`config.mk`:
```
export PLATFORM = sky130hd
export DESIGN_NAME = json_token_serializer
export DESIGN_NICKNAME = d
export VERILOG_FILES = /design/src/design/jts_pkg.sv /design/src/design/jts_ram.sv /design/src/design/json_token_serializer.sv
export SDC_FILE = /design/constraint.sdc
export NUM_CORES = 1
export LEC_CHECK = 0
export BUFFER_PORTS_ARGS = -buffer_cell sky130_fd_sc_hd__buf_2
export CORE_AREA = 4 4 154 156
export CTS_BUF_LIST = sky130_fd_sc_hd__clkbuf_16
export DETAILED_ROUTE_END_ITERATION = 7
export DIE_AREA = 0 0 158 160
export SYNTH_ARGS = -nofsm -noshare
export SYNTH_HDL_FRONTEND = slang
export SYNTH_SLANG_ARGS = --single-unit
```
`constraint.sdc`:
```
create_clock -name clk -period 6.2 [get_ports clk]
set_input_delay 1.24 -clock clk [delete_from_list [all_inputs] [get_ports clk]]
set_output_delay 1.24 -clock clk [all_outputs]
set_load 0.02 [all_outputs]
```
`src/design/jts_pkg.sv`:
```
// ----------------------------------------------------------------------------
// jts_pkg
// shared types and constants for the json token serializer
// ----------------------------------------------------------------------------
`default_nettype none

package jts_pkg;

	localparam int STACK_DEPTH_DEF = 32;
	localparam int MAX_RUN         = 6;
	localparam int RUN_W           = 3;

	typedef enum logic [3:0] {
		CMD_ARR_OPEN  = 4'd0,
		CMD_ARR_CLOSE = 4'd1,
		CMD_OBJ_OPEN  = 4'd2,
		CMD_OBJ_CLOSE = 4'd3,
		CMD_STR_CHAR  = 4'd4,
		CMD_NUM_CHAR  = 4'd5,
		CMD_TRUE      = 4'd6,
		CMD_FALSE     = 4'd7,
		CMD_NULL      = 4'd8
	} cmd_t;

	// one nesting frame: kind plus parity and nonzero state of its element count
	typedef struct packed {
		logic nonzero;
		logic odd;
		logic is_obj;
	} frame_t;

	localparam logic [7:0] CH_QUOTE     = 8'h22;
	localparam logic [7:0] CH_BSLASH    = 8'h5C;
	localparam logic [7:0] CH_NEWLINE   = 8'h0A;
	localparam logic [7:0] CH_TAB       = 8'h09;
	localparam logic [7:0] CH_COMMA     = 8'h2C;
	localparam logic [7:0] CH_COLON     = 8'h3A;
	localparam logic [7:0] CH_LBRACKET  = 8'h5B;
	localparam logic [7:0] CH_RBRACKET  = 8'h5D;
	localparam logic [7:0] CH_LBRACE    = 8'h7B;
	localparam logic [7:0] CH_RBRACE    = 8'h7D;
	localparam logic [7:0] CH_N         = 8'h6E;
	localparam logic [7:0] CH_T         = 8'h74;
	localparam logic [7:0] CH_NUL       = 8'h00;

	localparam logic [7:0] TXT_TRUE  [0:3] = '{8'h74, 8'h72, 8'h75, 8'h65};
	localparam logic [7:0] TXT_FALSE [0:4] = '{8'h66, 8'h61, 8'h6C, 8'h73, 8'h65};
	localparam logic [7:0] TXT_NULL  [0:3] = '{8'h6E, 8'h75, 8'h6C, 8'h6C};

endpackage

`default_nettype wire

```
`src/design/jts_ram.sv`:
```
// ----------------------------------------------------------------------------
// jts_ram
// generic single write port, single read port ram with registered read
// ----------------------------------------------------------------------------
`default_nettype none

module jts_ram #(
	parameter int WIDTH = 3,
	parameter int DEPTH = 32,
	parameter int AW    = (DEPTH > 1) ? $clog2(DEPTH) : 1
) (
	input  wire logic             clk,
	input  wire logic             wr_en,
	input  wire logic [AW-1:0]    wr_addr,
	input  wire logic [WIDTH-1:0] wr_data,
	input  wire logic [AW-1:0]    rd_addr,
	output logic      [WIDTH-1:0] rd_data
);

	logic [WIDTH-1:0] mem [0:DEPTH-1];

	always_ff @(posedge clk) begin
		if (wr_en) begin
			mem[wr_addr] <= wr_data;
		end
		rd_data <= mem[rd_addr];
	end

endmodule

`default_nettype wire

```
`src/design/json_token_serializer.sv`:
```
// ----------------------------------------------------------------------------
// json_token_serializer
// turns a stream of json tokens into json text, one byte per output request
// ----------------------------------------------------------------------------
//  channel  | handshake            | payload
//  ---------+----------------------+-----------------------------------------
//  in       | in_valid / in_ready  | cmd, data_char, is_first, is_last,
//           |                      | has_char
//  out      | out_valid / out_ready| out_char, last_of_run, overflow_error
//
//  a request sits in the decode register, where the top frame and the frame
//  below it (ram read issued the cycle before) set its bytes and the next
//  stack state; the output buffer then sends one byte a cycle while out_ready
//  is high. a request produces 1 to 6 bytes, or none.
//  the top frame lives in a register, the frames below it in the stack ram;
//  a push writes the old top to the ram address that is read in that cycle,
//  and a forward register covers that read.
//  reset clears the level, decode and output valids; the ram needs no clearing.
//  a stalled output keeps one more request in the decode register.
// ----------------------------------------------------------------------------
`default_nettype none

module json_token_serializer #(
	parameter int STACK_DEPTH = jts_pkg::STACK_DEPTH_DEF
) (
	input  wire logic       clk,
	input  wire logic       arst_n,
	input  wire logic       in_valid,
	output logic            in_ready,
	input  wire logic [3:0] cmd,
	input  wire logic [7:0] data_char,
	input  wire logic       is_first,
	input  wire logic       is_last,
	input  wire logic       has_char,
	output logic            out_valid,
	input  wire logic       out_ready,
	output logic      [7:0] out_char,
	output logic            last_of_run,
	output logic            overflow_error
);

	import jts_pkg::*;

	localparam int LW = $clog2(STACK_DEPTH + 1);
	localparam int AW = (STACK_DEPTH > 1) ? $clog2(STACK_DEPTH) : 1;

	// decode register
	logic       s1_valid;
	logic [3:0] cmd_s1;
	logic [7:0] data_s1;
	logic       first_s1;
	logic       last_s1;
	logic       has_s1;
	logic       s1_move;

	// stack state
	logic [LW-1:0] level_q;
	frame_t        top_q;
	frame_t        fwd_d_q;
	logic          fwd_v_q;
	frame_t        ram_rd;
	frame_t        below;

	// output buffer
	logic [7:0]       ob_chars_q [0:MAX_RUN-1];
	logic [RUN_W-1:0] ob_cnt_q;
	logic [RUN_W-1:0] ob_idx_q;
	logic             ob_ovf_q;
	logic             ob_valid_q;
	logic             ob_last;
	logic             ob_free;

	// decode results
	logic [7:0]       chars [0:MAX_RUN-1];
	logic [RUN_W-1:0] n;
	logic             ovf;
	logic [LW-1:0]    lvl_d;
	frame_t           top_d;
	logic             wr_en;
	logic [AW-1:0]    wr_addr;
	logic [AW-1:0]    rd_addr;
	logic [LW:0]      lvl_eff;
	logic [LW:0]      wr_tmp;
	logic [LW:0]      rd_tmp;
	logic             sep_ok;
	logic [7:0]       sep_char;
	frame_t           counted;
	frame_t           below_counted;

	assign ob_last  = ob_idx_q == (ob_cnt_q - RUN_W'(1));
	assign ob_free  = !ob_valid_q || (out_ready && ob_last);
	assign s1_move  = s1_valid && ob_free;
	assign in_ready = !s1_valid || s1_move;

	assign out_valid      = ob_valid_q;
	assign out_char       = ob_chars_q[ob_idx_q];
	assign last_of_run    = ob_last;
	assign overflow_error = ob_ovf_q;

	assign below = fwd_v_q ? fwd_d_q : ram_rd;

	always_comb begin
		sep_ok        = (level_q != '0) && top_q.nonzero;
		sep_char      = (top_q.is_obj && top_q.odd) ? CH_COLON : CH_COMMA;
		counted       = '{nonzero: 1'b1, odd: ~top_q.odd, is_obj: top_q.is_obj};
		below_counted = '{nonzero: 1'b1, odd: ~below.odd, is_obj: below.is_obj};
		for (int i = 0; i < MAX_RUN; i++) begin
			chars[i] = CH_NUL;
		end
		n     = '0;
		ovf   = 1'b0;
		lvl_d = level_q;
		top_d = top_q;
		wr_en = 1'b0;
		case (cmd_t'(cmd_s1))
			CMD_ARR_OPEN, CMD_OBJ_OPEN: begin
				if ({1'b0, level_q} >= (LW+1)'(STACK_DEPTH)) begin
					chars[0] = CH_NUL;
					n        = RUN_W'(1);
					ovf      = 1'b1;
				end else begin
					if (sep_ok) begin
						chars[n] = sep_char;
						n        = n + RUN_W'(1);
					end
					chars[n] = (cmd_t'(cmd_s1) == CMD_OBJ_OPEN) ? CH_LBRACE : CH_LBRACKET;
					n        = n + RUN_W'(1);
					top_d    = '{nonzero: 1'b0, odd: 1'b0,
						is_obj: cmd_t'(cmd_s1) == CMD_OBJ_OPEN};
					lvl_d    = level_q + LW'(1);
					// old top goes down into the ram
					wr_en    = level_q != '0;
				end
			end
			CMD_ARR_CLOSE, CMD_OBJ_CLOSE: begin
				chars[0] = (cmd_t'(cmd_s1) == CMD_OBJ_CLOSE) ? CH_RBRACE : CH_RBRACKET;
				n        = RUN_W'(1);
				if (level_q != '0) begin
					lvl_d = level_q - LW'(1);
					top_d = (level_q > LW'(1)) ? below_counted : below;
				end
			end
			CMD_STR_CHAR, CMD_NUM_CHAR: begin
				if (first_s1) begin
					if (sep_ok) begin
						chars[n] = sep_char;
						n        = n + RUN_W'(1);
					end
					chars[n] = CH_QUOTE;
					n        = n + RUN_W'(1);
				end
				if (has_s1) begin
					if (data_s1 == CH_QUOTE || data_s1 == CH_NEWLINE || data_s1 == CH_TAB) begin
						chars[n] = CH_BSLASH;
						n        = n + RUN_W'(1);
						chars[n] = (data_s1 == CH_QUOTE) ? CH_QUOTE :
							(data_s1 == CH_NEWLINE) ? CH_N : CH_T;
					end else begin
						chars[n] = data_s1;
					end
					n = n + RUN_W'(1);
				end
				if (last_s1) begin
					chars[n] = CH_QUOTE;
					n        = n + RUN_W'(1);
					if (level_q != '0) begin
						top_d = counted;
					end
				end
			end
			CMD_TRUE, CMD_NULL: begin
				if (sep_ok) begin
					chars[n] = sep_char;
					n        = n + RUN_W'(1);
				end
				for (int i = 0; i < 4; i++) begin
					chars[n] = (cmd_t'(cmd_s1) == CMD_TRUE) ? TXT_TRUE[i] : TXT_NULL[i];
					n        = n + RUN_W'(1);
				end
				if (level_q != '0) begin
					top_d = counted;
				end
			end
			CMD_FALSE: begin
				if (sep_ok) begin
					chars[n] = sep_char;
					n        = n + RUN_W'(1);
				end
				for (int i = 0; i < 5; i++) begin
					chars[n] = TXT_FALSE[i];
					n        = n + RUN_W'(1);
				end
				if (level_q != '0) begin
					top_d = counted;
				end
			end
			default: begin
				n = '0;
			end
		endcase
	end

	// ram keeps frames below the top; always read the one under the next top
	always_comb begin
		lvl_eff = {1'b0, (s1_move ? lvl_d : level_q)};
		rd_tmp  = lvl_eff - (LW+1)'(2);
		wr_tmp  = {1'b0, level_q} - (LW+1)'(1);
		rd_addr = rd_tmp[AW-1:0];
		wr_addr = wr_tmp[AW-1:0];
	end

	jts_ram #(
		.WIDTH ($bits(frame_t)),
		.DEPTH (STACK_DEPTH),
		.AW    (AW)
	) u_stack (
		.clk     (clk),
		.wr_en   (s1_move && wr_en),
		.wr_addr (wr_addr),
		.wr_data (top_q),
		.rd_addr (rd_addr),
		.rd_data (ram_rd)
	);

	always_ff @(posedge clk or negedge arst_n) begin
		if (!arst_n) begin
			s1_valid   <= 1'b0;
			level_q    <= '0;
			fwd_v_q    <= 1'b0;
			ob_valid_q <= 1'b0;
		end else begin
			if (in_ready) begin
				s1_valid <= in_valid;
			end
			fwd_v_q <= s1_move && wr_en && (wr_addr == rd_addr);
			if (s1_move) begin
				level_q <= lvl_d;
			end
			if (out_valid && out_ready && ob_last) begin
				ob_valid_q <= 1'b0;
			end
			if (s1_move && n != '0) begin
				ob_valid_q <= 1'b1;
			end
		end
	end

	always_ff @(posedge clk) begin
		if (in_ready && in_valid) begin
			cmd_s1   <= cmd;
			data_s1  <= data_char;
			first_s1 <= is_first;
			last_s1  <= is_last;
			has_s1   <= has_char;
		end
		fwd_d_q <= top_q;
		if (s1_move) begin
			top_q <= top_d;
		end
		if (out_valid && out_ready && !ob_last) begin
			ob_idx_q <= ob_idx_q + RUN_W'(1);
		end
		if (s1_move && n != '0) begin
			ob_chars_q <= chars;
			ob_cnt_q   <= n;
			ob_idx_q   <= '0;
			ob_ovf_q   <= ovf;
		end
	end

	a_level_bound: assert property (@(posedge clk) disable iff (!arst_n)
		{1'b0, level_q} <= (LW+1)'(STACK_DEPTH))
		else $error("nesting level beyond stack depth");

	a_ovf_single: assert property (@(posedge clk) disable iff (!arst_n)
		out_valid && overflow_error |-> last_of_run && out_char == CH_NUL)
		else $error("overflow request not a single zero byte");

	a_idx_range: assert property (@(posedge clk) disable iff (!arst_n)
		ob_valid_q |-> ob_idx_q < ob_cnt_q)
		else $error("output index past byte count");

	a_s1_hold: assert property (@(posedge clk) disable iff (!arst_n)
		s1_valid && !s1_move |=> s1_valid && $stable(cmd_s1))
		else $error("stalled request lost from decode register");

endmodule

`default_nettype wire
```
* After elaboration in Yosys (flattened, before gate mapping)
Memories as Yosys holds them, arrays and structs flattened. A register that Yosys moved wholly into a read port is not among the register bits.
Cells that the tools add are included.
** Operators by class
- $add $sub $neg :: 20
- $mul :: 0
- Div/mod/pow operators :: 0
- Order comparisons :: 31
- Equality and inequality tests :: 16
- Shift operators :: 0
- Muxes and demuxes :: 99
- Bitwise logic cells :: 41
- Reduce and logical (&&, ||, !) cells :: 43
** Operators by type and width (count)
- $bwmux W48 :: 7
- $demux W8 S3 :: 14
- $mux W48 :: 6
- $mux W8 :: 23
- $pmux W40 S4 :: 1
- $and A24 B24 Y24 :: 4
- $not A24 Y24 :: 4
- $or A24 B24 Y24 :: 4
- $and A36 B36 Y36 :: 2
- $not A36 Y36 :: 2
- $mux W3 :: 22
- $ge A4 B4 Y1 const B :: 15
- $not A3 Y4 :: 15
- $lt A4 B1 Y1 const B :: 14
- $add A3 B1 Y3 const B :: 15
- $mux W40 :: 1
- $pmux W8 S5 :: 1
- $mux W6 :: 6
- $and A30 B30 Y30 :: 1
- $not A30 Y30 :: 1
- $or A30 B30 Y30 :: 1
- $logic_and A1 B1 Y1 :: 25
- $bmux W8 S3 :: 1
- $or A12 B12 Y12 :: 2
- other kinds (37) :: 63
** Word-level totals
- Bits in registers :: 85
- Bits in latches :: 0
- Memory bits (writable) :: 96
- Bits in read-only memories :: 0
- Input port bits :: 19
- Output and inout bits :: 12
- Memories :: 1
** Memory list
- u_stack.mem :: words 32, bits a word 3, rd ports 1, clocked after memory_dff 1, write ports 1, line jts_ram.sv:20 : logic [WIDTH-1:0] mem [0:DEPTH-1];

* Depth between registers and ports, before layout
Gate-level depths: netlist (run 1).
- Depth after elaboration :: 24
- Gate-level depth with buffers :: 15

* Hierarchy
From an unflattened synthesis (run 1), not the netlist that was laid out.
** Second synthesis, totals
- Cell total of the unflattened synthesis :: 645
- Area, all modules :: 8778.4 µm²
** Modules (own cells, without submodules)
- json_token_serializer :: instances 1, cells an instance 460, area an instance 4862.2 µm², seq. area each 2357.3 µm²
- jts_ram :: instances 1, cells an instance 185, area an instance 3916.3 µm², seq. area each 2942.8 µm²

* Worst setup path after synthesis (run 1)
OpenSTA, ideal clock, no wires.
- Path type :: reg2reg
- Start :: reg level_q[4]
- End :: reg ob_chars_q[0] (netlist bit), enable pin
- Setup time :: 0.418 ns
- Arrival :: 4.232 ns
- Setup slack :: 1.550 ns
- Cell stages (with the launch flop) :: 14
- Buffers on the path :: 2
- Clock period less this slack :: 4.650 ns
- Cells stage by stage :: dfrtp_1 -> clkbuf_1 -> or4_1 -> o21ai_1 -> clkbuf_1 -> a21boi_0 -> ha_1 -> nand2_1 -> o21ai_1 -> ha_1 -> nand2_1 -> xnor2_1 -> o21ai_0 -> o31a_1
** On the way
- Longest elaborated chain between the ends :: 20
** RTL lines
- start, declared :: line json_token_serializer.sv:57 : logic [LW-1:0] level_q;
- start signal, assigned :: line json_token_serializer.sv:237 : level_q <= lvl_d;
- $reduce_bool A6 Y1 :: line json_token_serializer.sv:103 : sep_ok = (level_q != '0) && top_q.nonzero;
- $logic_and A1 B1 Y1 :: line json_token_serializer.sv:103
- $mux W1
- $mux W3 :: line json_token_serializer.sv:144 : if (first_s1) begin
- $mux W3 :: line json_token_serializer.sv:115 : case (cmd_t'(cmd_s1))
- $add A3 B1 Y3 :: line json_token_serializer.sv:150 : n = n + RUN_W'(1);
- $mux W3 :: line json_token_serializer.sv:144
- $mux W3 :: line json_token_serializer.sv:115
- [5 not listed]
- $mux W3 :: line json_token_serializer.sv:152 : if (has_s1) begin
- $mux W3 :: line json_token_serializer.sv:115
- $add A3 B1 Y3 :: line json_token_serializer.sv:165 : n = n + RUN_W'(1);
- $mux W3 :: line json_token_serializer.sv:163 : if (last_s1) begin
- $pmux W3 S5 (*) :: line json_token_serializer.sv:115
- via n[2] :: line json_token_serializer.sv:75 : logic [RUN_W-1:0] n;
- $reduce_bool A3 Y1 (*) :: line json_token_serializer.sv:263 : if (s1_move && n != '0) begin
- $logic_and A1 B1 Y1 (*) :: line json_token_serializer.sv:263
- end signal, assigned :: line json_token_serializer.sv:264 : ob_chars_q <= chars;
- end, declared :: line json_token_serializer.sv:65 : logic [7:0] ob_chars_q [0:MAX_RUN-1];
The timed path passes the listed nets; every way through them passes the cells marked *. The select of a mux whose other input is x is not followed.
A chain may end at the register's enable or synchronous reset.

* Final worst setup path (run 1)
- Start :: reg level_q[0]
- End :: reg ob_chars_q[20] (netlist bit), enable pin
The elaborated chain is that of the path after synthesis.

==> results of run 1 <==
-- worst min path at each step --
stage	slack [ns]	start	depth (start not counted)	end
finish	0.61	fwd_d_q[2]	2	top_q[2]
CTS	0.62	s1_valid	2	s1_valid
floorplan	0.56	fwd_d_q[2]	2	top_q[2]
global route	0.67	arst_n	1	level_q[5]
global placement	0.59	fwd_d_q[2]	2	top_q[2]
detailed placement	0.61	s1_valid	2	s1_valid
-- cell usage after synthesis, types with 10 or more instances --
master	instances
sky130_fd_sc_hd__edfxtp_1	163
sky130_fd_sc_hd__o21ai_0	30
sky130_fd_sc_hd__xnor2_1	12
sky130_fd_sc_hd__ha_1	14
sky130_fd_sc_hd__nand3_1	13
sky130_fd_sc_hd__o22ai_1	10
sky130_fd_sc_hd__nor2_1	63
sky130_fd_sc_hd__mux4_2	20
sky130_fd_sc_hd__a21oi_1	22
sky130_fd_sc_hd__inv_1	31
sky130_fd_sc_hd__mux2i_1	66
sky130_fd_sc_hd__nand2_1	43
sky130_fd_sc_hd__clkbuf_1	26
sky130_fd_sc_hd__nor3_1	17
-- stage by stage --
| stage | util | power (µW) | hold slack, ns | setup WS, ns | cells |
|---|---|---|---|---|---|
| 2_1_floorplan | - | 3200 | 0.562 | 1.55 | 680 |
| 3_3_place_gp | 0.415 | 3690 | 0.591 | 1.41 | 971 |
| 3_5_place_dp | 0.415 | 3720 | 0.605 | 1.18 | 971 |
| 4_1_cts | 0.444 | 4850 | 0.624 | 1.17 | 1003 |
| 5_1_grt | 0.444 | 5110 | 0.674 | 0.709 | 1003 |
| 6_report | 0.444 | 4820 | 0.609 | 1.10 | 1003 |
-- kinds of logic (layout without fill, tap and decap cells) --
logic type | count (synthesis) | count (layout) | synth area share
simple gates | 190 | 190 | 0.106
fa+ha+maj | 14 | 14 | 0.0198
buf+inv | 66 | 104 | 0.0291
flops | 181 | 181 | 0.601
compound gates | 114 | 114 | 0.0862
mux | 90 | 90 | 0.131
xor+xnor | 22 | 22 | 0.0265
other cells | 1 | 3 | 0.000425
-- metal layers --
layer  wire length (µm)  track usage  share of wire
met3                951       0.0312          0.048
met2               9140        0.240           0.46
met1               9470        0.242           0.48
met4                362       0.0496          0.018
met5                  0            0              0
-- cell type report --
cell class              count  area (µm²)  share of cell area
clock buffers              17         425              0.0428
clock inverters            15         216              0.0218
repair buffers             41         233              0.0234
inverters                  31         116              0.0117
multi-input cells         433        3280               0.331
well taps                 285         357              0.0359
flip-flops and latches    181        5300               0.534
-- flip-flops by register name, summed over array words and instances (netlist names), 2 cells and up --
name             count
fwd_d_q              3
u_stack.mem         96
ob_cnt_q             3
ob_chars_q          45
level_q              6
u_stack.rd_data      3
top_q                2
ob_idx_q             3
data_s1              8
cmd_s1               4
-- power groups by stage --
stage	combinational [µW]	sequential, µW	clock, µW
4_1_cts	1940	1760	1150
2_1_floorplan	1480	1720	0
5_1_grt	2110	1780	1210
3_3_place_gp	1910	1780	0
3_5_place_dp	1940	1790	0
6_report	1930	1760	1130
-- layout by cell type (no fill, tap or decap), types with 4 or more instances in the layout --
cell type,instances
sky130_fd_sc_hd__edfxtp_1,163
sky130_fd_sc_hd__mux2i_1,66
sky130_fd_sc_hd__nor2_1,63
sky130_fd_sc_hd__nand2_1,43
sky130_fd_sc_hd__inv_1,31
sky130_fd_sc_hd__o21ai_0,30
sky130_fd_sc_hd__buf_2,30
sky130_fd_sc_hd__a21oi_1,22
sky130_fd_sc_hd__mux4_2,20
sky130_fd_sc_hd__nor3_1,17
sky130_fd_sc_hd__clkbuf_16,17
sky130_fd_sc_hd__ha_1,14
sky130_fd_sc_hd__nand3_1,13
sky130_fd_sc_hd__xnor2_1,11
sky130_fd_sc_hd__buf_4,11
sky130_fd_sc_hd__o22ai_1,10
sky130_fd_sc_hd__dfxtp_1,9
sky130_fd_sc_hd__dfrtp_1,9
sky130_fd_sc_hd__nand2b_1,8
sky130_fd_sc_hd__xor2_1,7
sky130_fd_sc_hd__nor2b_1,7
sky130_fd_sc_hd__or3_1,6
sky130_fd_sc_hd__o31ai_1,6
sky130_fd_sc_hd__o221ai_1,6
sky130_fd_sc_hd__inv_12,6
sky130_fd_sc_hd__nor3b_1,5
sky130_fd_sc_hd__nand4_1,5
sky130_fd_sc_hd__clkinv_8,5
sky130_fd_sc_hd__a31oi_1,4
sky130_fd_sc_hd__or2_2,4
sky130_fd_sc_hd__mux2_2,4
-- critical path: cells and delay by family, from the launching register on --
| family | cells | cell delay (ns) |
|---|---|---|
| fa+ha+maj | 3 | 0.97 |
| buf+inv | 3 | 0.67 |
| xor+xnor | 2 | 0.37 |
| compound gates | 4 | 1.81 |
| simple gates | 3 | 0.49 |
| flops | 1 | 0.48 |
==> out/metrics.csv, run 1 <==
metric,value,unit
outcome,completed,
Initial Util,0.395,
Gate Count Post-Synth,678,
Worst Setup Start Kind,register,
via count of the first global-routing pass,5530,
Yosys Warn Count,0,
"Setup violations, final",0,
cell with the largest stage delay on the worst path,sky130_fd_sc_hd__o31a_2,
Combinational Power Share,0.401,
half-perimeter wire length of the detailed placement result,14.0,mm
average wire length per cell after detail routing,19.9,µm
depth of the most critical reg-to-reg path,15,
final antenna-violating net count,0,
Final Cycle Share,0.823,
ratio of total power to cell area,485,nW/µm²
max cap viols,0,
RR Startpoint,level_q[0],
worst-path fanout max,39,
total net switching power,1850,µW
number of pins exceeding their max-slew limit in the final report,0,
# H-tree levels,4,
ant diodes,0,
"Distinct cells, synth",68,
Filler cells,2016,
aggregate routed wire length,19.9,mm
maximum buffer depth of the clock tree,2,
post-route cell area,9930,µm²
Final #Nets,738,
class of the most critical hold timing path,register to register,
number of CTS-inserted buffers,17,
Via Count,5561,
critical path data arrival time,5.23,ns
actual slew at the worst max-slew pin,0.897,ns
number of buffers inserted by hold repair at cts,0,
total of flip-flops plus latches after synthesis,181,
insertion delay to the later sink of the worst-skew pair,0.44,ns
ratio of cells with drive above 1 in the final layout,0.153,
area of the die,25300,µm²
area of the core region,22400,µm²
async set or reset register ratio after synthesis,0.0497,
total number of clock tree sinks,181,
cell area reported after detailed placement,9290,µm²
primary flip-flop cell chosen by synthesis mapping,sky130_fd_sc_hd__edfxtp_1,
post-CTS resize count,0,
CTS tree,built,
largest clock skew in the final design,0.0193,ns
internal power,2970,µW
part of the power in the clock network,0.234,
global placement routability congestion,0.892,
die span in y,160,µm
required time reported for the critical path endpoint,6.33,ns
number of top-level pins,31,
largest cells by area after synthesis,"sky130_fd_sc_hd__edfxtp_1 55%, sky130_fd_sc_hd__mux2i_1 7.5%, sky130_fd_sc_hd__mux4_2 5.1%, sky130_fd_sc_hd__nor2_1 2.7%, sky130_fd_sc_hd__dfrtp_1 2.6%",
number of hold violations in the final report,0,
setup repair after global routing missed its margin,no,
post-synth top area cell,sky130_fd_sc_hd__edfxtp_1,
Clock transition at path regs,0.08,ns
CP endpoint,ob_chars_q[20],
total DRC errors in the routed layout,0,
area share of the largest cell type after synthesis,0.555,
number of buffer cells added on primary ports,30,
largest stage delay on the critical path,0.80,ns
iteration count of the initial detailed-routing pass,5,
Die Span X,158,µm
Crit Path Category,register to register,
Setup TNS,0,ns
Final min period,5.10,ns
DRC marker count from the first detailed-route iteration,533,
peak supply drop,227,µV
Max Clock Freq,0.196,GHz
layout-stage area growth over the synthesis result,12.5,%
CP endpoint kind,register,
RR Endpoint,ob_chars_q[20],
"Cell Area, Synth",8820,µm²
largest net degree at the start of global routing,50,
synthesized area per cell,13.0,µm²
initial antenna violation count,0,
leakage power summed over all cells,0.00357,µW
global-route wire length before repair,31.6,mm
sequence of cells on the critical path,"inv_1, ha_1, inv_1, o21ai_1, nand2_1, xnor2_1, ha_1, nand2_1, o21ai_1, ha_1, nand2_1, xnor2_1, o21ai_0, o31a_2, buf_4",
setup fix buffers added after clock tree synthesis,0,
share of the yosys chip area belonging to registers,0.601,
final global-route overflow total,0,
Placement Rows,55,
global-route usage over all layers,0.162,
switching part of the total,0.384,
Critical Path Start,level_q[0],
Reg power frac,0.365,
Post-synth EDFFs,163,
Slew headroom,0.398,
drt via density,5.54,
CTS Root Cell,sky130_fd_sc_hd__clkbuf_16,
worst setup slack for register-to-register paths,1.10,ns
Power figures use the tool's default switching activity.
==> run 2: changes to the inputs <==
- clock period: 6.2 -> 4.48 ns (I/O delays scaled with it)
==> out/metrics.csv, run 2 (synthesis gave the netlist of run 1 again) <==
metric,value,unit,change
outcome,completed,,
"leading cell type in the layout, fill and taps excluded",sky130_fd_sc_hd__edfxtp_1,,
peak supply drop,308,µV,+36%
RR Endpoint,ob_chars_q[35],,
setup repair after global routing missed its margin,no,,
Clock transition at path regs,0.08,ns,about the same
"flip-flop count of the largest register, all copies and words added",96,,unchanged
Filler cells,2005,,-0.55%
cell class contributing the biggest share of worst-path delay,compound AO/OA/AOI/OAI gates,,
CP endpoint kind,register,,
# H-tree levels,4,,unchanged
Initial Util,0.395,,unchanged
final global-route overflow total,0,,unchanged
Final Cycle Share,0.883,,+0.0603
Setup TNS,0,ns,unchanged
die span in y,160,µm,unchanged
average wire length per cell after detail routing,20.4,µm,+2.5%
number of hold violations in the final report,0,,unchanged
global-route usage over all layers,0.170,,+0.00820
drt via density,5.63,,+1.6%
post-route cell area,9960,µm²,+0.33%
half-perimeter wire length of the detailed placement result,14.7,mm,+4.4%
register bank with the most flops,u_stack.mem,,
Placement Rows,55,,unchanged
"Setup violations, final",0,,unchanged
Final min period,3.96,ns,-1.15 ns
worst setup slack for register-to-register paths,0.52,ns,-0.57 ns
via count of the first global-routing pass,5787,,+4.6%
largest clock skew in the final design,0.0106,ns,-0.00868 ns
final antenna-violating net count,0,,unchanged
sequence of cells on the critical path,"or4_1, o21ai_1, buf_4, a21boi_0, ha_1, nand2_1, o21ai_1, ha_1, nand2_1, xnor2_1, o21ai_0, o31a_2, buf_4",,
cell area reported after detailed placement,9380,µm²,+0.97%
ratio of cells with drive above 1 in the final layout,0.166,,+0.0126
aggregate routed wire length,20.7,mm,+3.8%
Slew headroom,0.390,,-0.00788
largest stage delay on the critical path,0.63,ns,-0.17 ns
global placement routability congestion,0.915,,+2.6%
depth of the most critical reg-to-reg path,13,,-2
total number of clock tree sinks,181,,unchanged
post-CTS resize count,0,,unchanged
leakage power summed over all cells,0.00361,µW,+1.1%
critical path data arrival time,4.03,ns,-1.20 ns
dpl ws,0.569,ns,-0.614 ns
highest-count cells in the layout ignoring fill and taps,"163 x sky130_fd_sc_hd__edfxtp_1, 66 x sky130_fd_sc_hd__mux2i_1, 63 x sky130_fd_sc_hd__nor2_1",,
DRC marker count from the first detailed-route iteration,582,,+9.2%
setup fix buffers added after clock tree synthesis,0,,unchanged
area of the die,25300,µm²,unchanged
number of pins exceeding their max-slew limit in the final report,0,,unchanged
Crit Path Category,register to register,,
area of the core region,22400,µm²,unchanged
number of CTS-inserted buffers,17,,unchanged
met2 GRT Util,0.254,,+0.0139
iteration count of the initial detailed-routing pass,5,,unchanged
Die Span X,158,µm,unchanged
CTS Root Cell,sky130_fd_sc_hd__clkbuf_16,,
required time reported for the critical path endpoint,4.55,ns,-1.78 ns
worst-path fanout max,48,,+23%
Via Count,5719,,+2.8%
biggest registers after layout,"u_stack.mem x96, ob_chars_q x45, data_s1 x8",,
global-route layer with the greatest usage,met1,,
RR Startpoint,level_q[5],,
Final #Nets,750,,+1.6%
number of buffers inserted by hold repair at cts,0,,unchanged
actual slew at the worst max-slew pin,0.908,ns,+0.0117 ns
ratio of total power to cell area,666,nW/µm²,+37%
Pwr Total,6640,µW,+38%
smallest setup slack after layout,0.524,ns,-0.575 ns
class of the most critical hold timing path,input port to asynchronous set/reset pin,,
number of top-level pins,31,,unchanged
layout-stage area growth over the synthesis result,12.9,%,
ant diodes,0,,unchanged
global-route wire length before repair,32.9,mm,+4.1%
number of buffer cells added on primary ports,30,,unchanged
insertion delay to the later sink of the worst-skew pair,0.44,ns,about the same
max cap viols,0,,unchanged
Worst Setup Start Kind,register,,
largest net degree at the start of global routing,49,,-2.0%
Global Route met1 Usage,0.255,,+0.0122
total DRC errors in the routed layout,0,,unchanged
Max Clock Freq,0.253,GHz,+29%
GRT met3 Usage,0.0290,,-0.00217
CTS tree,built,,
maximum buffer depth of the clock tree,2,,unchanged
instance count on the critical path,13,,-2
initial antenna violation count,0,,unchanged
count of buffering cells on the critical path with inverters included,2,,-1
cell with the largest stage delay on the worst path,sky130_fd_sc_hd__or4_1,,
## run 2: stage by stage
stage	std cells	hold slack [ns]	util
floorplan	680	0.562	-
global placement	983	0.567	0.419
detailed placement	983	0.577	0.419
CTS	1015	0.330	0.446
global route	1015	0.328	0.446
finish	1015	0.332	0.446
## run 2: report_power, final
part	switching, µW	total [µW]	internal [µW]
logic	1620	2770	1150
clock network	717	1460	745
registers	184	2400	2220
total	2520	6640	4110
## run 2: per-layer routing
layer / vias up / wire, µm
li1: 2644 / -
met5: - / 0
met3: 40 / 1130
met4: 0 / 442
met2: 213 / 9450
met1: 2822 / 9650
## run 2: cell type report
type                            instances  area, µm²  share of cell area
Clock buffer                           17        425              0.0427
Clock inverter                         15        159              0.0159
Inverter                               31        116              0.0117
Multi-Input combinational cell        433       3280               0.330
Sequential cell                       181       5300               0.532
Tap cell                              285        357              0.0358
Timing Repair Buffer                   53        323              0.0324
## run 2: worst max-delay path by stage
stage / startpoint / slack (ns) / end
final: level_q[5] / 0.52 / ob_chars_q[35]
after global routing: level_q[5] / 0.25 / ob_chars_q[35]
after CTS: level_q[5] / 0.54 / ob_chars_q[19]
after detailed placement: level_q[5] / 0.57 / ob_chars_q[47]
after global placement: level_q[5] / 0.64 / ob_chars_q[47]
after floorplan: level_q[4] / 0.43 / ob_chars_q[0]
==> run 3: changes to the inputs <==
- SYNTH_HIERARCHICAL: not set -> 1
==> out/metrics.csv, run 3 <==
metric,value,unit,change
Pwr Total,6170,µW,-7.0%
global-route usage over all layers,0.167,,-0.00355
setup fix buffers added after clock tree synthesis,0,,unchanged
insertion delay to the later sink of the worst-skew pair,0.43,ns,about the same
worst-path fanout max,52,,+8.3%
cell occurring most often along the worst timing path,sky130_fd_sc_hd__ha_1,,
"Cell Area, Synth",8780,µm²,-0.52%
cell with the most instances after synthesis,sky130_fd_sc_hd__edfxtp_1,,
Final #Nets,713,,-4.9%
number of CTS-inserted buffers,17,,unchanged
outcome,completed,,
die span in y,160,µm,unchanged
synthesized area per cell,13.6,µm²,+4.6%
primary flip-flop cell chosen by synthesis mapping,sky130_fd_sc_hd__edfxtp_1,,
max cap viols,0,,unchanged
Via Count,5619,,-1.7%
cell class contributing the biggest share of worst-path delay,compound AO/OA/AOI/OAI gates,,
Final min period,4.20,ns,+0.244 ns
instance count on the critical path,17,,+4
number of hold violations in the final report,0,,unchanged
final global-route overflow total,0,,unchanged
largest net degree at the start of global routing,53,,+8.2%
aggregate routed wire length,20.8,mm,+0.59%
leakage power summed over all cells,0.00347,µW,-4.0%
cell area reported after detailed placement,9300,µm²,-0.85%
Post-synth EDFFs,163,,unchanged
number of top-level pins,31,,unchanged
actual slew at the worst max-slew pin,1.22,ns,+0.311 ns
"Setup violations, final",0,,unchanged
highest-count cells in the layout ignoring fill and taps,"163 x sky130_fd_sc_hd__edfxtp_1, 71 x sky130_fd_sc_hd__nor2_1, 37 x sky130_fd_sc_hd__nand2_1, 37 x sky130_fd_sc_hd__mux4_2, 30 x sky130_fd_sc_hd__buf_2",,
Gate Count Post-Synth,645,,-4.9%
count of buffering cells on the critical path with inverters included,3,,+1
largest stage delay on the critical path,0.47,ns,-0.16 ns
Clock transition at path regs,0.08,ns,about the same
average wire length per cell after detail routing,21.2,µm,+4.2%
"flip-flop count of the largest register, all copies and words added",96,,unchanged
dpl ws,0.381,ns,-0.188 ns
Yosys Warn Count,6,,+6
Initial Util,0.393,,-0.00207
global placement routability congestion,0.921,,+0.67%
area of the core region,22400,µm²,unchanged
number of buffers inserted by hold repair at cts,0,,unchanged
"leading cell type in the layout, fill and taps excluded",sky130_fd_sc_hd__edfxtp_1,,
maximum buffer depth of the clock tree,2,,unchanged
DRC marker count from the first detailed-route iteration,635,,+9.1%
peak supply drop,265,µV,-14%
Final Cycle Share,0.937,,+0.0545
CP endpoint kind,register,,
half-perimeter wire length of the detailed placement result,14.8,mm,+0.87%
global-route wire length before repair,32.4,mm,-1.6%
Placement Rows,55,,unchanged
Setup TNS,0,ns,unchanged
post-CTS resize count,0,,unchanged
via count of the first global-routing pass,5504,,-4.9%
largest cells by area after synthesis,"sky130_fd_sc_hd__edfxtp_1 56%, sky130_fd_sc_hd__mux4_2 9.5%, sky130_fd_sc_hd__nor2_1 3.0%, sky130_fd_sc_hd__dfrtp_1 2.6%, sky130_fd_sc_hd__dfxtp_1 2.1%",,
CTS tree,built,,
Crit Path Category,register to register,,
drt via density,5.73,,+1.8%
iteration count of the initial detailed-routing pass,6,,+1
required time reported for the critical path endpoint,4.65,ns,+0.10 ns
Worst Setup Start Kind,register,,
critical path data arrival time,4.37,ns,+0.34 ns
layout-stage area growth over the synthesis result,13.2,%,
sequence of cells on the critical path,"inv_1, ha_1, nand2b_1, o21ai_4, buf_4, a21oi_1, ha_1, nand2_1, o21ai_1, ha_1, nand2_1, xnor2_1, nor2_1, a211oi_1, o21a_1, a31oi_4, buf_12",,
post-route cell area,9940,µm²,-0.25%
total of flip-flops plus latches after synthesis,181,,unchanged
ratio of cells with drive above 1 in the final layout,0.207,,+0.0414
post-synth top area cell,sky130_fd_sc_hd__edfxtp_1,,
largest clock skew in the final design,0.0105,ns,-0.000101 ns
depth of the most critical reg-to-reg path,17,,+4
smallest setup slack after layout,0.280,ns,-0.244 ns
cell with the largest stage delay on the worst path,sky130_fd_sc_hd__dfrtp_1,,
setup repair after global routing missed its margin,no,,
Slew headroom,0.187,,-0.203
number of buffer cells added on primary ports,30,,unchanged
total number of clock tree sinks,181,,unchanged
worst hold slack,0.309,ns,-0.0235 ns
"Distinct cells, synth",77,,+13%
class of the most critical hold timing path,input port to asynchronous set/reset pin,,
area share of the largest cell type after synthesis,0.558,,+0.00293
Max Clock Freq,0.238,GHz,-5.8%
share of the yosys chip area belonging to registers,0.604,,+0.00317
total DRC errors in the routed layout,0,,unchanged
Die Span X,158,µm,unchanged
ratio of total power to cell area,621,nW/µm²,-6.8%
# H-tree levels,4,,unchanged
CTS Root Cell,sky130_fd_sc_hd__clkbuf_16,,
register bank with the most flops,u_stack/mem,,
area of the die,25300,µm²,unchanged
number of pins exceeding their max-slew limit in the final report,0,,unchanged
initial antenna violation count,1,,+1
final antenna-violating net count,0,,unchanged
top cell types by occurrence after synthesis,"163 x sky130_fd_sc_hd__edfxtp_1, 71 x sky130_fd_sc_hd__nor2_1, 37 x sky130_fd_sc_hd__mux4_2, 37 x sky130_fd_sc_hd__nand2_1, 29 x sky130_fd_sc_hd__inv_1",,
async set or reset register ratio after synthesis,0.0497,,unchanged
ant diodes,0,,unchanged
biggest registers after layout,"u_stack/mem x96, ob_chars_q x45, data_s1 x8",,
## run 3: cell types whose count changed after synthesis, sizes merged, moves of 6 or more
cell,before,now
mux4,20,38
mux2i,66,13
nand3,13,20
nor2,63,72
nand2,43,37
nor3,18,8
## run 3: where the power goes
group	switching, µW	total [µW]	internal, µW
sequential	166	2280	2110
clock	767	1550	778
combinational	1310	2350	1040
## run 3: logic make-up after synthesis
group	count (synthesis)	synth area share
AOI/OAI and AO/OA	119	0.0916
muxes	55	0.118
adders and majority gates	12	0.0171
DFF	181	0.604
buffers and inverters	63	0.0318
and+or+nand+nor	193	0.112
other	1	0.000427
xor gates and xnor gates	21	0.0257
## run 3: worst paths after layout
path,start,end,slack [ns]
max in group asynchronous,arst_n,fwd_v_q,3.98
worst min-delay path,arst_n,level_q[3],0.31
worst max-delay path,level_q[0],ob_chars_q[45],0.28
worst min register to register,s1_valid,out_valid,0.57
min in group clk,s1_valid,out_valid,0.57
worst max register to register,level_q[0],ob_chars_q[45],0.28
## run 3: final cells by class
class,instances,area [µm²]
flip-flops and latches,181,5300
repair buffers,48,298
fillers,1982,12400
inverters,31,116
clock buffers,17,425
well taps,285,357
clock inverters,15,214
multi-input cells,403,3230
## run 3: metal layers
layer	routed length [µm]	up-vias	track usage
met2	9850	233	0.256
met4	201	2	0.0337
li1	-	2559	-
met5	11	-	0
met3	1370	22	0.0428
met1	9370	2803	0.243
## run 3: through the flow
stage / util / std cells
after CTS: 0.444 / 980
after global placement: 0.416 / 948
after global routing: 0.444 / 980
after floorplan: - / 647
final: 0.444 / 980
after detailed placement: 0.416 / 948
